[config.mk]
export PLATFORM = sky130hd
export DESIGN_NAME = hpo_front
export DESIGN_NICKNAME = d
export VERILOG_FILES = /design/src/hpo_pkg.sv /design/src/hpo_front.sv
export SDC_FILE = /design/constraint.sdc
export NUM_CORES = 1
export LEC_CHECK = 0
export BUFFER_PORTS_ARGS = -buffer_cell sky130_fd_sc_hd__buf_2
export CAP_MARGIN = 20
export CORE_MARGIN = 2
export CORE_UTILIZATION = 56
export CTS_CLUSTER_DIAMETER = 40
export DETAILED_ROUTE_END_ITERATION = 12
export GPL_ROUTABILITY_DRIVEN = 0
export PLACE_DENSITY = 0.95
export SLEW_MARGIN = 20
export SYNTH_ARGS = -nofsm -noshare
export SYNTH_HDL_FRONTEND = slang
export SYNTH_SLANG_ARGS = --single-unit
export TNS_END_PERCENT = 50
[constraint.sdc]
create_clock -name clk -period 7.78 [get_ports clk]
set_input_delay 0.778 -clock clk [delete_from_list [all_inputs] [get_ports clk]]
set_output_delay 0.778 -clock clk [all_outputs]
set_load 0.02 [all_outputs]
[src/hpo_pkg.sv]
// Shared types and constants for the haversine path odometer.
// No dependencies.
`default_nettype none
package hpo_pkg;

  localparam logic [63:0] PiQ60 = 64'h3243F6A8885A308D;
  localparam logic [63:0] RadScale = PiQ60 / 64'd5898240;
  localparam logic [31:0] FullTurn = 32'd3019898880;
  localparam logic [31:0] QuarterTurn = 32'd754974720;
  localparam logic [63:0] OneQ60 = 64'h1000000000000000;
  localparam logic [63:0] DiamScale = 64'd3261952000;
  localparam logic [6:0] ShiftRad = 7'd8;
  localparam logic [6:0] ShiftQ60 = 7'd60;
  localparam int unsigned CordicSteps = 61;
  localparam int unsigned TaylorTerms = 13;

  typedef logic [63:0][63:0] atan_tab_t;
  typedef logic [15:0][63:0] recip_tab_t;
  typedef logic [15:0][6:0] shift_tab_t;

  typedef struct packed {
    logic first;
    logic [3:0][31:0] ang;
  } hpo_job_t;

  typedef struct packed {
    logic go;
    logic rnd;
    logic [6:0] shift;
    logic [63:0] a;
    logic [63:0] b;
  } hpo_mul_req_t;

  function automatic atan_tab_t atan_table();
    atan_tab_t t;
    logic [63:0] sum;
    logic [63:0] term;
    t = '0;
    t[0] = (PiQ60 + 64'd2) >> 2;
    for (int i = 1; i < 61; i++) begin
      sum = '0;
      for (int k = 0; i * (2 * k + 1) <= 60; k++) begin
        term = (64'd1 << (60 - i * (2 * k + 1))) / 64'(2 * k + 1);
        if (k % 2 == 1) begin
          sum = sum - term;
        end else begin
          sum = sum + term;
        end
      end
      t[i] = sum;
    end
    return t;
  endfunction

  // Series divisor for term n: 2n(2n+1) for sine, (2n-1)2n for cosine.
  // Numerators stay below 2^62, so floor(N*m >> (62+clog2 d)) with
  // m = ceil(2^(62+clog2 d) / d) is the exact quotient and m fits 64 bits.
  function automatic recip_tab_t recip_table(input bit cos_kind);
    recip_tab_t t;
    logic [127:0] num;
    int d;
    t = '0;
    for (int n = 1; n <= int'(TaylorTerms); n++) begin
      d = cos_kind ? (2 * n - 1) * (2 * n) : (2 * n) * (2 * n + 1);
      num = 128'd1 << (62 + $clog2(d));
      t[n] = 64'((num + 128'(d - 1)) / 128'(d));
    end
    return t;
  endfunction

  function automatic shift_tab_t shift_table(input bit cos_kind);
    shift_tab_t t;
    int d;
    t = '0;
    for (int n = 1; n <= int'(TaylorTerms); n++) begin
      d = cos_kind ? (2 * n - 1) * (2 * n) : (2 * n) * (2 * n + 1);
      t[n] = 7'(62 + $clog2(d));
    end
    return t;
  endfunction

  localparam atan_tab_t AtanTab = atan_table();
  localparam recip_tab_t SinRecip = recip_table(1'b0);
  localparam recip_tab_t CosRecip = recip_table(1'b1);
  localparam shift_tab_t SinShift = shift_table(1'b0);
  localparam shift_tab_t CosShift = shift_table(1'b1);

endpackage
`default_nettype wire

[src/hpo_front.sv]
// Front end: holds the previous fix and turns each fix into one job of four angles.
// Depends on hpo_pkg.
`default_nettype none
module hpo_front (
  input  wire logic             clk,
  input  wire logic             rst,
  input  wire logic             accept,
  input  wire logic [29:0]      latitude,
  input  wire logic [30:0]      longitude,
  output hpo_pkg::hpo_job_t     job
);

  logic [29:0] prev_lat;
  logic [30:0] prev_lon;
  logic        have_prev;

  logic signed [31:0] la1, la2, lo1, lo2;

  always_comb begin
    la1 = 32'(signed'(prev_lat));
    la2 = 32'(signed'(latitude));
    lo1 = 32'(signed'(prev_lon));
    lo2 = 32'(signed'(longitude));
    job.first  = !have_prev;
    job.ang[0] = la2 - la1;
    job.ang[1] = lo2 - lo1;
    job.ang[2] = la1 <<< 1;
    job.ang[3] = la2 <<< 1;
  end

  always_ff @(posedge clk) begin
    if (rst) begin
      prev_lat  <= '0;
      prev_lon  <= '0;
      have_prev <= 1'b0;
    end else if (accept) begin
      prev_lat  <= latitude;
      prev_lon  <= longitude;
      have_prev <= 1'b1;
    end
  end

endmodule
`default_nettype wire

== Word-level counts from Yosys, hierarchy flattened ==
Index checks and enable logic that the tools add are counted.

* Flip-flop bits (word level): 62
* Logic and storage cells: 6

* Reduce and logical (&&, ||, !) cells: 1
* Add/sub/neg operators: 2

{| class="wikitable"
|+ Operator list
! kind !! number
|-
| subtractor 31 x 31 -> 32 bit || 1
|-
| subtractor 30 x 30 -> 31 bit || 1
|-
| logical NOT 1 bit || 1
|}

== Depth between registers and ports, before layout ==
* Depth after elaboration: 1
* Gate-level depth with buffers: 12
* Depth with buffers taken out: 11

== Worst setup path after synthesis ==
No wires, ideal clock.

* Kind: input to output
* Start: input longitude[0]
* End: output job[62] (netlist name)
* Stages: 11
* Slack: 4017 ps
* Arrival: 2985 ps
* Path through: inv_1 ha_1 fa_1 and2b_1 o2111ai_1 a21oi_1 o2111ai_1 and2_4 o21a_1 o221ai_2 xor2_1

{| class="wikitable"
|+ RTL lines
! item !! line !! text
|-
| from (decl) || hpo_front.sv:9 || <nowiki>input wire logic [30:0] longitude,</nowiki>
|-
| to (decl) || hpo_front.sv:10 || <nowiki>output hpo_pkg::hpo_job_t job</nowiki>
|}

==> results.md <==
- Period minus WS final: 4.220 ns
- Rows: 37
- Cells after synthesis: 729
- Wire per inst: 14.88 microns
- Total track usage: 26.42%
- Share of layout cells above drive strength 1: 25.11%
- TritonCTS Buffers: 9
- Gates resized, CTS repair: 0
- Worst Setup End Kind: output port
- Setup bufs post-CTS: 0
- Max Fclk: 0.2370 GHz
- Worst rel slew slack: 27.46%
- Detailed placer's ending HPWL: 11740 microns
- Async S/R FF share, synth: 0%
- Initial Util: 56.84%
- Seq/Total Area, Yosys: 21.44%
- Cell area after placement: 6568 sq um
- Worst Hold Launch: have_prev
- Worst Setup SP: longitude[0]
- TritonCTS clock tree: done
- CTS Sinks: 62
- Run status: completed
- Worst setup margin: 3.560 ns
- Setup_tns: 0 ns
- I/O Pins: 193
- Post-synthesis register bit count: 62
- Antenna Cells: 0
- Max cap viols: 0
- Dpl ws: 3.609 ns
- Most frequent cells in the layout: buf_2 (189), nor2_1 (86), inv_1 (77), dfxtp_1 (62)
- First-pass DRT Iterations: 8
- Busiest layer in global routing: met2
- RSZ-0062 raised after global routing: false
- M3 GR Usage: 5.133%
- CP Launch Type: input port
- Util after Layout: 66.19%
- Initial antenna violation count: 0
- Reg2Reg Setup Slack: 7.09 ns
- DIE AREA: 11170 sq um
- Die Ht: 105.7 microns
- Post-route DRC: 0
- Pin count of the biggest net entering global routing: 63
- Post-DRT Antenna Nets: 0
- Worst path required time: 7.00 ns
- Most common cell after layout, fill and taps aside: buf_2
- Synth warnings: 0
- Slew @ Worst Pin: 1.088 ns
- Vias/cell: 5.622
- Global-route wire length before repair: 24380 microns
- Die W: 105.7 microns
- Leakage: 3.376 nW
- Reg2Reg Depth: 2
- Total Nets Final: 1004
- Vias: 5712
- Syn Area/Cell: 7.941 sq um
- Worst r2r src: prev_lat[1]
- Clock tree buffer depth: 2
- H-tree Lvls: 3
- Total Wirelength: 15120 microns
- Worst Path Max Fanout: 2
- Vias in the first global route: 5459
- Post-Syn Area: 5789 sq um
- Post-route cell area: 6741 sq um
- Post-synth EDFFs: 0
- Worst-Skew Late Latency: 0.33 ns
- Starting DRT DRC Count: 329
- VDD IR max: 103.0 uV
- I/O Buffers: 190
- Final clock skew: 0 ns
- Reg2Reg Capture Point: prev_lat[1]
- Period Utilization, post-route: 54.24%
- Final setup fails: 0
- Count of different cell masters after synthesis: 59
- Hold crit path type: register to register
- GR Util met1: 29.91%
- Max Slew Vio Count: 0
- Main synth FF type: dfxtp_1
- CP Class: input port to output port
- Reg clk slew, reported paths: 0.07 ns
- Area grow syn2layout: 16.45%
- Hold Vio Cnt, Final: 0
- Pwr Density: 182.2 nW/um^2
- Remaining Overflow, GRT: 0
- M2 GR Usage: 48.85%
- CTS Hold Bufs: 0
- Min Hold Slack: 0.4924 ns
- Clock root buffer: clkbuf_8
- WP data arrival: 3.44 ns
- Total core area: 10180 sq um
- Worst Setup EP: job[60]
==> cell type report <==
type	instances	area, sq um
clock inverters	1	5.005
well taps	136	170.2
inverters	77	289.0
repair buffers	191	960.9
fillers	846	3443
flip-flops and latches	62	1241
clock buffers	13	168.9
multi-input cells	536	3906
==> registers in the layout, indices dropped and copies added, names as in the netlist <==
register / count
prev_lon: 31
prev_lat: 30
have_prev: 1
==> synth_stat cells, types with 2 or more instances <==
cell type / instances / area, sq um
nor2_1: 86 / 322.8
inv_1: 77 / 289.0
dfxtp_1: 62 / 1241
ha_1: 61 / 763.2
mux2i_1: 61 / 610.6
a21oi_1: 50 / 250.2
nand2_1: 36 / 135.1
buf_4: 35 / 262.8
a21o_1: 34 / 255.2
xnor2_1: 31 / 271.5
xor2_1: 25 / 219.0
o21ai_0: 14 / 70.07
clkbuf_1: 13 / 48.80
a31oi_1: 12 / 75.07
o21ai_1: 11 / 55.05
nand3_1: 10 / 50.05
nand4_1: 9 / 56.30
o21a_1: 9 / 67.56
and2_1: 7 / 43.79
and3_1: 6 / 37.54
o211ai_1: 6 / 45.04
nor2b_1: 5 / 31.28
o2111ai_1: 5 / 43.79
o21bai_1: 5 / 37.54
buf_1: 4 / 15.01
nor3_1: 4 / 20.02
o21ai_2: 4 / 35.03
or3_1: 4 / 25.02
a211oi_1: 3 / 22.52
nand2b_1: 3 / 18.77
a21boi_0: 2 / 15.01
a21boi_1: 2 / 15.01
a21o_2: 2 / 17.52
a221oi_1: 2 / 17.52
and3_4: 2 / 22.52
fa_1: 2 / 40.04
o221ai_1: 2 / 17.52
o311ai_1: 2 / 17.52
==> worst min-delay path by stage <==
stage,cells past startpoint,endpoint,slack [ns]
6_report,2,have_prev,0.49
5_1_grt,2,prev_lon[26],0.52
4_1_cts,2,prev_lon[21],0.50
3_5_place_dp,2,prev_lon[21],0.48
3_3_place_gp,2,have_prev,0.45
2_1_floorplan,2,have_prev,0.44
==> layer usage <==
metal	vias to the layer above	wire (microns)
li1	2786	-
met1	2636	5985
met2	254	7762
met3	36	1048
met4	0	322
met5	-	0
==> stage by stage <==
| stage | power (mW) | cells |
|---|---|---|
| after floorplan | 0.7955 | 730 |
| after global placement | 0.9438 | 1002 |
| after detailed placement | 0.9596 | 1002 |
| after CTS | 1.230 | 1016 |
| after global routing | 1.300 | 1016 |
| final | 1.228 | 1016 |
==> worst max-delay path, cell delays in order <==
cell and delay (ns):
buf_2 0.08, inv_1 0.04, ha_1 0.22, fa_1 0.42, and2b_1 0.24, o2111ai_1 0.13
a21oi_1 0.27, nor2_1 0.13, o21ai_2 0.22, a41oi_1 0.19, o31ai_1 0.31, xor2_1 0.21
buf_2 0.20
==> report_power, final <==
group          internal, mW  leakage, nW  switching [mW]  total [mW]
clock                 0.138       0.0914           0.128       0.266
sequential            0.337        0.512          0.0122       0.349
combinational         0.229         2.77           0.384       0.613
==> kinds of logic after synthesis <==
logic type | Yosys count | synth area share (%)
buffers and inverters | 132 | 11.15
AO/OA/AOI/OAI | 174 | 20.14
AND/OR/NAND/NOR | 180 | 14.31
XOR/XNOR | 56 | 8.472
multiplexers | 61 | 10.55
adder cells (fa/ha/maj) | 63 | 13.88
flip-flops | 62 | 21.44
other | 1 | 0.06477
Note: power is estimated with default switching activity, not from simulation.
