==> config.mk <==
export PLATFORM = sky130hd
export DESIGN_NAME = hpo_queue
export DESIGN_NICKNAME = d
export VERILOG_FILES = /design/src/hpo_pkg.sv /design/src/hpo_queue.sv
export SDC_FILE = /design/constraint.sdc
export NUM_CORES = 1
export LEC_CHECK = 0
export ABC_AREA = 1
export BUFFER_PORTS_ARGS = -buffer_cell sky130_fd_sc_hd__buf_4
export CORE_MARGIN = 2
export CORE_UTILIZATION = 39
export CTS_BUF_LIST = sky130_fd_sc_hd__clkbuf_4 sky130_fd_sc_hd__clkbuf_8
export DETAILED_ROUTE_END_ITERATION = 8
export PLACE_DENSITY = 0.7
export SYNTH_ARGS = -nofsm -noshare
export SYNTH_HDL_FRONTEND = slang
export SYNTH_SLANG_ARGS = --single-unit
==> constraint.sdc <==
create_clock -name clk -period 16.49 [get_ports clk]
set_input_delay 2.4735 -clock clk [delete_from_list [all_inputs] [get_ports clk]]
set_output_delay 2.4735 -clock clk [all_outputs]
set_load 0.02 [all_outputs]
==> src/hpo_pkg.sv <==
// Shared types and constants for the haversine path odometer.
// No dependencies.
`default_nettype none
package hpo_pkg;

  localparam logic [63:0] PiQ60 = 64'h3243F6A8885A308D;
  localparam logic [63:0] RadScale = PiQ60 / 64'd5898240;
  localparam logic [31:0] FullTurn = 32'd3019898880;
  localparam logic [31:0] QuarterTurn = 32'd754974720;
  localparam logic [63:0] OneQ60 = 64'h1000000000000000;
  localparam logic [63:0] DiamScale = 64'd3261952000;
  localparam logic [6:0] ShiftRad = 7'd8;
  localparam logic [6:0] ShiftQ60 = 7'd60;
  localparam int unsigned CordicSteps = 61;
  localparam int unsigned TaylorTerms = 13;

  typedef logic [63:0][63:0] atan_tab_t;
  typedef logic [15:0][63:0] recip_tab_t;
  typedef logic [15:0][6:0] shift_tab_t;

  typedef struct packed {
    logic first;
    logic [3:0][31:0] ang;
  } hpo_job_t;

  typedef struct packed {
    logic go;
    logic rnd;
    logic [6:0] shift;
    logic [63:0] a;
    logic [63:0] b;
  } hpo_mul_req_t;

  function automatic atan_tab_t atan_table();
    atan_tab_t t;
    logic [63:0] sum;
    logic [63:0] term;
    t = '0;
    t[0] = (PiQ60 + 64'd2) >> 2;
    for (int i = 1; i < 61; i++) begin
      sum = '0;
      for (int k = 0; i * (2 * k + 1) <= 60; k++) begin
        term = (64'd1 << (60 - i * (2 * k + 1))) / 64'(2 * k + 1);
        if (k % 2 == 1) begin
          sum = sum - term;
        end else begin
          sum = sum + term;
        end
      end
      t[i] = sum;
    end
    return t;
  endfunction

  // Series divisor for term n: 2n(2n+1) for sine, (2n-1)2n for cosine.
  // Numerators stay below 2^62, so floor(N*m >> (62+clog2 d)) with
  // m = ceil(2^(62+clog2 d) / d) is the exact quotient and m fits 64 bits.
  function automatic recip_tab_t recip_table(input bit cos_kind);
    recip_tab_t t;
    logic [127:0] num;
    int d;
    t = '0;
    for (int n = 1; n <= int'(TaylorTerms); n++) begin
      d = cos_kind ? (2 * n - 1) * (2 * n) : (2 * n) * (2 * n + 1);
      num = 128'd1 << (62 + $clog2(d));
      t[n] = 64'((num + 128'(d - 1)) / 128'(d));
    end
    return t;
  endfunction

  function automatic shift_tab_t shift_table(input bit cos_kind);
    shift_tab_t t;
    int d;
    t = '0;
    for (int n = 1; n <= int'(TaylorTerms); n++) begin
      d = cos_kind ? (2 * n - 1) * (2 * n) : (2 * n) * (2 * n + 1);
      t[n] = 7'(62 + $clog2(d));
    end
    return t;
  endfunction

  localparam atan_tab_t AtanTab = atan_table();
  localparam recip_tab_t SinRecip = recip_table(1'b0);
  localparam recip_tab_t CosRecip = recip_table(1'b1);
  localparam shift_tab_t SinShift = shift_table(1'b0);
  localparam shift_tab_t CosShift = shift_table(1'b1);

endpackage
`default_nettype wire

==> src/hpo_queue.sv <==
// Two-entry job queue between front and back end.
// Depends on hpo_pkg.
`default_nettype none
module hpo_queue (
  input  wire logic              clk,
  input  wire logic              rst,
  input  wire logic              push,
  input  hpo_pkg::hpo_job_t      push_data,
  output logic                   full,
  input  wire logic              pop,
  output hpo_pkg::hpo_job_t      pop_data,
  output logic                   empty
);

  hpo_pkg::hpo_job_t mem [2];
  logic       wr_ptr;
  logic       rd_ptr;
  logic [1:0] count;

  assign full     = count == 2'd2;
  assign empty    = count == 2'd0;
  assign pop_data = mem[rd_ptr];

  always_ff @(posedge clk) begin
    if (push) begin
      mem[wr_ptr] <= push_data;
    end
  end

  always_ff @(posedge clk) begin
    if (rst) begin
      wr_ptr <= 1'b0;
      rd_ptr <= 1'b0;
      count  <= '0;
    end else begin
      if (push) begin
        wr_ptr <= !wr_ptr;
      end
      if (pop) begin
        rd_ptr <= !rd_ptr;
      end
      count <= count + 2'(push) - 2'(pop);
    end
  end

endmodule
`default_nettype wire

# [Yosys cells after proc, flatten, opt, wreduce, memory -nomap -nowiden]
# Memories as Yosys holds them, arrays and structs flattened. A register that Yosys moved wholly into a read port is not among the register bits.
# Cells that the tools add are included.
[totals] register_bits=4 latchBits=0 ram_bits=258 rom_bits=0 inputBits=133 out_inout_bits=131 word_cells=14 memories=1
[op_classes] add_sub_neg=2 mul=0 div_mod_pow=0 n_lt_le_gt_ge=0 eq_ne=1 n_shift=0 n_mux=4 n_bitwise=0 reduce_logical=3
[memory_table] name="mem" depth=2 width=129 read_ports=1 rd_clocked_by_memory_dff=1 wr=1 line="hpo_queue.sv:15" source="hpo_pkg::hpo_job_t mem [2];"
[ops] op="1-bit 2-to-1 mux" n=4
[ops] op="2-bit by 1-bit adder with 2-bit output" n=1
[ops] op="2-bit equality test, second input constant" n=1
[ops] op="1-bit zero test" n=2
[ops] op="2-bit zero test" n=1
[ops] op="2-bit by 1-bit subtractor with 2-bit output" n=1

# [Logic depth before layout (Yosys ltp)]
# Gate-level depths: netlist of run 1.
[depth] word_depth=3 depth_mapped=7 mapped_depth_nobuf=7

# [Least setup slack after synthesis of run 1]
# Ideal clock, no wire load.
[synth_timing] path_kind="input -> register" startpoint="in push" endpoint="mem mem[0][0] (netlist bit) (enable)" setup_time_ns=0.622 arrival_time_ns=7.909 required_ns=15.868 path_slack_ns=7.959 stages=2 path_buffers=0 cell_sequence="inv_1 > nor2_1"
[synth_via] elab_chain_cells=2
[synth_rtl] element="from (decl)" line="hpo_queue.sv:7" source="input wire logic push,"
[synth_rtl] element="1-bit 2-to-1 mux" line="hpo_queue.sv:25" source="if (push) begin"
[synth_rtl] element="1-bit 2-to-1 mux (implied by the code)" line="hpo_queue.sv:26" source="mem[wr_ptr] <= push_data;"
[synth_rtl] element="to (decl)" line="hpo_queue.sv:15"
# No other way between the ends.

==> impl_metrics.csv, run 1 <==
group,metric,value,unit
run_status,status,"finished clean",
synth,yosysTopAreaCell,"edfxtp_1",
layout,fin_cells,1085,
drt,drtIter0Drc,244,
layout,drive_above_1_share,60.92,%
sta,post-route-period-util,32.55,%
hold_path,hp-start,"rd_ptr",
synth,ys_types,13,
clock_tree,insertion_delay,0.53,ns
synth,synthTopCellsByCount,"edfxtp_1 (258), mux2_2 (129), buf_6 (13)",
power_and_ir_drop,p_switching,350.6,uW
clock_tree,cts-root-buf,"clkbuf_8",
clock_tree,ctsResizeCount,0,
synth,yosys-mux-area-fraction,15.17,%
placed_design,place_hpwl,12640,um
synth,ys_warn_count,0,
synth,synth_compound_area_share,0.05227,%
synth,synthAdderAreaFrac,0.2613,%
worst_setup_path,startpoint_type,"flop",
clock_tree,h-tree-depth,2,
synth,synth_edf_count,258,
placed_design,gp_congestion,0.7452,
synth,synth_ff_type,"edfxtp_1",
placed_design,io_buffers,263,
global_routing,grt_usage,14.63,%
synth,synth_nets,567,
worst_setup_path,crit_fanout,74,
clock_tree,path_clk_slew,0.06,ns
global_routing,grt_antenna_before_repair,1,
layout,design_area,12650,sq um
synth,synthesis.area,9575,sq um
sta,rsz0062_at_grt,"false",
drt,wire_per_inst,17.68,um
worst_setup_path,cp_top_family,"buffers and inverters",
worst_setup_path,cp_num_buf_inv,2,
die,rows,57,
die,io_pins,264,
drt,ant_nets,0,
sta,post-route-min-period,5.368,ns
clock_tree,cts_sinks,263,
power_and_ir_drop,swShare,23.22,%
sta,maxSlewHeadroom,30.60,%
layout,seqCellArea,7851,sq um
die,fp.dieW,160.7,um
clock_tree,cts_buffer_depth,3,
synth,synth-simple-area-share,0.5749,%
sta,setup_violations,0,
synth,synth_area_leaders,"edfxtp_1 (81%), mux2_2 (15%), buf_6 (1.5%)",
sta,tns,0,ns
synth,ys_async_sr_fraction,0,%
die,die_h,160.7,um
worst_setup_path,crit_slowest_cell,"buf_4",
worst_setup_path,cp_common_cell,"buf_4",
clock_tree,cts_setup_buffers,0,
synth,synth_xor_area_share,0.09147,%
power_and_ir_drop,power.leakage,0.004738,uW
power_and_ir_drop,combPwrFrac,13.2,%
power_and_ir_drop,power.density,119.3,nW/um^2
die,die-area,25820,sq um
drt,drt-pass1-iter-count,4,
power_and_ir_drop,ir_drop,0.00007786,V
clock_tree,holdBufCountCts,0,
power_and_ir_drop,pwr-share-seq,52.2,%
worst_setup_path,crit_path_end,"pop_data[114]",
worst_setup_path,path_cells,"buf_4 -> mux2_2 -> buf_4",
placed_design,dpl_cell_area,11850,sq um
worst_setup_path,crit_type,"reg -> out",
drt,num_vias,5001,
synth,yosysMostFrequentCell,"edfxtp_1",
drt,wl,19190,um
die,core-area,24180,sq um
clock_tree,cts_tree,"built",
worst_setup_path,worstPathArrival,2.89,ns
layout,nNetsFinal,864,
layout,multiInputGateArea,1554,sq um
global_routing,grt_overflow,0,
synth,postSynthCellCount,432,
job,maxCapViolCount,0,
power_and_ir_drop,total_power,1510,uW
power_and_ir_drop,power_frac_clock,34.5,%
sta,tightest_slew,1.041,ns
sta,finalHoldViolCount,0,
worst_setup_path,regToRegSetupSlack,14.20,ns
synth,synth-seq-area-share,81.95,%
sta,final_max_slew_viol_count,0,
synth,ys_ff_latch,263,
worst_setup_path,r2r_end,"mem[1][94]",
hold_path,hp-class,"reg -> reg",
synth,synth_top_area_share,80.91,%
sta,fin_skew,0.02253,ns
die,start_util,39.61,%
global_routing,grt_max_degree,77,
worst_setup_path,rr_worst_depth,3,
drt,via_per_inst,4.609,
synth,synth_top_family_by_area,"multiplexers",
global_routing,grt_pass1_vias,5514,
placed_design,dp_cells,1009,
worst_setup_path,reg2reg_from,"wr_ptr",
global_routing,grt_pass1_wl,29330,um
worst_setup_path,crit_required,14.02,ns
worst_setup_path,path_depth,3,
worst_setup_path,end_kind,"primary output",
power_and_ir_drop,internal-power,1159,uW
drt,route.detailed.drc,0,
layout,fillers,1943,
clock_tree,numCtsBuffers,42,
layout,syn_to_final_growth,32.16,%
worst_setup_path,slowest_delay,0.85,ns
sta,fmax,186.3,MHz
synth,synth.avg_cell_area,22.17,sq um
cell usage in the layout (no fill, tap or decap):
cell	synthesis	final
nand2_1	4	4
nor2_1	8	7
clkinv_1	0	11
diode_2	0	1
clkinvlp_4	0	1
dfxtp_1	5	4
nor2_4	0	1
nor3_1	1	1
ha_1	2	2
inv_6	0	1
a21oi_1	1	1
bufinv_16	0	1
buf_4	0	267
inv_1	8	7
xnor2_1	1	1
clkinv_2	0	5
clkbuf_4	0	13
nand3_1	1	1
mux2_2	129	129
clkinv_4	0	1
edfxtp_1	258	258
clkbuf_8	0	43
dfxtp_4	0	1
layer usage:
metal | GRT usage [%] | up-vias | part of all wire [%]
met2 | 24.80 | 214 | 50
met3 | 6.043 | 43 | 9.3
met4 | 5.438 | 0 | 2.9
met5 | 0 | - | 0
met1 | 16.66 | 2447 | 38
li1 | - | 2297 | -
area by class of cell:
| cell class | count | area share, % |
|---|---|---|
| flip-flops and latches | 263 | 62.04 |
| diodes | 1 | 0.01977 |
| well taps | 324 | 3.203 |
| repair buffers | 267 | 15.84 |
| clock buffers | 56 | 5.448 |
| inverters | 8 | 0.2768 |
| multi-input cells | 147 | 12.28 |
| clock inverters | 19 | 0.8899 |
power by group through the flow:
stage,Sequential (uW),Combinational [uW],Clock (uW)
after detailed placement,803,202,0
final,789,200,521
after global routing,792,212,573
after CTS,790,203,540
after floorplan,799,116,0
after global placement,801,197,0
through the flow:
| step | setup WS [ns] | hold WS [ns] | utilization [%] |
|---|---|---|---|
| after floorplan | 7.959 | 0.4799 | - |
| after CTS | 11.02 | 0.5509 | 52.33 |
| final | 11.12 | 0.5401 | 52.34 |
| after global placement | 11.68 | 0.4958 | 49.01 |
| after detailed placement | 11.59 | 0.5363 | 49.01 |
| after global routing | 10.92 | 0.5572 | 52.34 |
sequential cells by signal, summed over array words and instances, names as in the netlist, named ones only:
name    cells
mem       258
count       2
rd_ptr      1
wr_ptr      1
cells by family (layout without fill, tap and decap cells):
group	after synthesis	in the layout
xor gates and xnor gates	1	1
buffers and inverters	22	350
muxes	129	129
adders and majority gates	2	2
DFF	263	263
other	0	1
AOI/OAI and AO/OA	1	1
and+or+nand+nor	14	14
worst min-delay path, cell delays in order (launching register included):
cell	delay (ns)
dfxtp_1	0.33
xnor2_1	0.09
nor2_1	0.08
worst min path at each step:
| stage | to | cells past startpoint |
|---|---|---|
| after global placement | flop | 2 |
| after detailed placement | flop | 2 |
| after global routing | rd_ptr | 2 |
| after CTS | rd_ptr | 2 |
| after floorplan | flop | 2 |
| final | rd_ptr | 2 |
Note: power is estimated with default switching activity, not from simulation.
==> inputs of run 2 (changes only) <==
--- a/config.mk
+++ b/config.mk
@@ -5,7 +5,7 @@
 export SDC_FILE = /design/constraint.sdc
 export NUM_CORES = 1
 export LEC_CHECK = 0
-export ABC_AREA = 1
+export ABC_AREA = 0
 export BUFFER_PORTS_ARGS = -buffer_cell sky130_fd_sc_hd__buf_4
 export CORE_MARGIN = 2
 export CORE_UTILIZATION = 39
==> constraint.sdc (replaced) <==
create_clock -name clk -period 5 [get_ports clk]
set_input_delay 0.75 -clock clk [delete_from_list [all_inputs] [get_ports clk]]
set_output_delay 0.75 -clock clk [all_outputs]
set_load 0.02 [all_outputs]
==> run 2 against run 1 <==
Effect of this change:
- synthesized area about the same
- cell count fell by 1.2%
- total power rose to 3.4 times the previous value
- via count is 1.3% lower
- sequential power grew to 3.3 times the previous value
- largest power group unchanged
- critical endpoint is now pop_data[60]
- synthesized cell count down 2.3%
- first-iteration DRC count rose by 2.9%
- count of clock-buffer cells in the layout increased by 5
- register-to-register slack got worse by 11 ns
- non-clock buffer count stayed put
- wire length fell by 1.1%
==> impl_metrics.csv, run 2 <==
group,metric,value,unit
run_status,status,"finished clean",
worst_setup_path,end_kind,"primary output",
die,die_h,160.6,um
synth,synth_xor_area_share,0.4185,%
sta,setup_violations,0,
clock_tree,ctsResizeCount,0,
power_and_ir_drop,ir_drop,0.0002544,V
placed_design,io_buffers,263,
drt,ant_nets,0,
power_and_ir_drop,power.leakage,0.004754,uW
synth,synth_nets,557,
worst_setup_path,reg2reg_from,"wr_ptr",
placed_design,place_hpwl,12350,um
power_and_ir_drop,power_frac_clock,35.4,%
power_and_ir_drop,total_power,5159,uW
synth,ys_types,12,
die,fp.dieW,160.6,um
synth,ys_async_sr_fraction,0,%
clock_tree,cts_sinks,263,
layout,nNetsFinal,855,
sta,fin_ws,1.777,ns
worst_setup_path,r2r_end,"mem[1][5]",
synth,synth_top_area_share,80.97,%
synth,synth-seq-area-share,82.02,%
die,rows,57,
global_routing,grt_pass1_vias,5442,
drt,wire_per_inst,17.71,um
synth,postSynthCellCount,422,
job,maxCapViolCount,0,
synth,synthTopCellsByCount,"edfxtp_1 (258), mux2_2 (129), buf_6 (13)",
drt,num_vias,4938,
clock_tree,insertion_delay,0.52,ns
worst_setup_path,regToRegSetupSlack,2.88,ns
global_routing,grt_pass1_wl,28750,um
die,io_pins,264,
drt,wl,18980,um
synth,yosysMostFrequentCell,"edfxtp_1",
global_routing,grt_usage,14.21,%
worst_setup_path,crit_fanout,68,
synth,synth.avg_cell_area,22.67,sq um
power_and_ir_drop,power.density,405.9,nW/um^2
sta,finalHoldViolCount,0,
layout,diodes,0,
die,die-area,25800,sq um
worst_setup_path,startpoint_type,"flop",
hold_path,hp-class,"in -> reg",
hold_path,whs_path_depth,1,
power_and_ir_drop,internal-power,3970,uW
synth,synth_edf_count,258,
sta,tightest_slew,0.9391,ns
synth,synthesis.area,9568,sq um
worst_setup_path,crit_path_end,"pop_data[60]",
drt,drtIter0Drc,251,
sta,fmax,310.2,MHz
synth,synth-simple-area-share,0.4577,%
layout,largest_reg_flops,258,
synth,synth_ff_type,"edfxtp_1",
placed_design,pre_cts_ws,2.272,ns
worst_setup_path,crit_required,4.25,ns
drt,route.detailed.drc,0,
synth,yosys-mux-area-fraction,15.18,%
synth,synth_compound_area_share,0,%
worst_setup_path,crit_type,"reg -> out",
global_routing,grt_max_degree,130,
sta,maxSlewHeadroom,37.40,%
sta,final_max_slew_viol_count,0,
clock_tree,holdBufCountCts,0,
power_and_ir_drop,pwr-share-seq,51.0,%
clock_tree,path_clk_slew,0.06,ns
clock_tree,cts-root-buf,"clkbuf_8",
layout,fillers,1922,
power_and_ir_drop,swShare,23.05,%
synth,ys_warn_count,0,
layout,top_register,"mem",
sta,post-route-period-util,64.47,%
clock_tree,numCtsBuffers,43,
placed_design,dpl_cell_area,11870,sq um
sta,tns,0,ns
clock_tree,cts_setup_buffers,0,
power_and_ir_drop,p_switching,1189,uW
clock_tree,cts_buffer_depth,3,
layout,syn_to_final_growth,32.85,%
global_routing,grt_antenna_before_repair,0,
drt,drt-pass1-iter-count,4,
sta,fin_skew,0.007612,ns
worst_setup_path,rr_worst_depth,2,
die,start_util,39.57,%
sta,post-route-min-period,3.223,ns
die,core-area,24180,sq um
layout,design_area,12710,sq um
placed_design,gp_congestion,0.7561,
drt,via_per_inst,4.606,
power_and_ir_drop,combPwrFrac,13.7,%
synth,synth_area_leaders,"edfxtp_1 (81%), mux2_2 (15%), buf_6 (1.5%)",
clock_tree,cts_tree,"built",
layout,mostFrequentLayoutCells,"buf_4 (265), edfxtp_1 (258), mux2_2 (129), clkbuf_8 (45), clkbuf_4 (16)",
synth,ys_ff_latch,263,
worst_setup_path,worstPathArrival,2.47,ns
layout,drive_above_1_share,62.30,%
synth,yosysTopAreaCell,"edfxtp_1",
synth,synth_top_family_by_area,"multiplexers",
sta,rsz0062_at_grt,"false",
layout,mostFrequentLayoutCell,"buf_4",
clock_tree,h-tree-depth,2,
global_routing,grt_overflow,0,
layout,finalCoreUtilization,52.57,%
layout,largestRegisters,"mem (258), count (2)",
synth,synthAdderAreaFrac,0.2615,%
==> run 2: power by group through the flow <==
| stage | Sequential [uW] | Clock, uW | Combinational, uW |
|---|---|---|---|
| final | 2630 | 1820 | 705 |
| after CTS | 2630 | 1890 | 715 |
| after global routing | 2640 | 1980 | 746 |
| after floorplan | 2660 | 0 | 413 |
| after detailed placement | 2680 | 0 | 711 |
| after global placement | 2670 | 0 | 696 |
==> run 2: how the worst min path moves through the flow <==
stage | to | slack [ns] | start
2_1_floorplan | flop | 0.48 | rd_ptr
3_3_place_gp | flop | 0.49 | rd_ptr
3_5_place_dp | rd_ptr | 0.52 | rd_ptr
4_1_cts | mem[0][35] | 0.37 | push_data[35]
5_1_grt | mem[1][104] | 0.36 | push_data[104]
6_report | mem[1][104] | 0.41 | push_data[104]
==> run 2: cells by family (layout without fill, tap and decap cells) <==
kind of cell,Yosys count,count (layout)
flops,263,263
mux,129,129
buf+inv,16,342
simple gates,9,9
xor+xnor,3,3
fa+ha+maj,2,2
==> run 2: worst max-delay path: stages (launching register included) <==
cell and delay [ns]:
dfxtp_4 0.94, buf_12 0.38, mux2_2 0.40, buf_4 0.16
==> run 2: routing by layer <==
| layer | GRT usage [%] | share of wire [%] |
|---|---|---|
| met5 | 0 | 0 |
| met4 | 5.405 | 2.7 |
| met3 | 5.217 | 8.4 |
| met2 | 24.51 | 50 |
| met1 | 16.17 | 39 |
==> run 2: final cells by class <==
class	count	area (sq um)	share of cell area [%]
Sequential cell	263	7851	61.77
Timing Repair Buffer	267	2029	15.97
Multi-Input combinational cell	143	1572	12.36
Clock buffer	61	739.5	5.818
Tap cell	324	405.4	3.189
Clock inverter	12	106.4	0.8367
Inverter	2	7.507	0.05906
==> run 2: per-stage QoR <==
stage	hold slack, ns	std cells
2_1_floorplan	0.4799	422
3_3_place_gp	0.4917	999
3_5_place_dp	0.5222	999
4_1_cts	0.3670	1072
5_1_grt	0.3646	1072
6_report	0.4128	1072
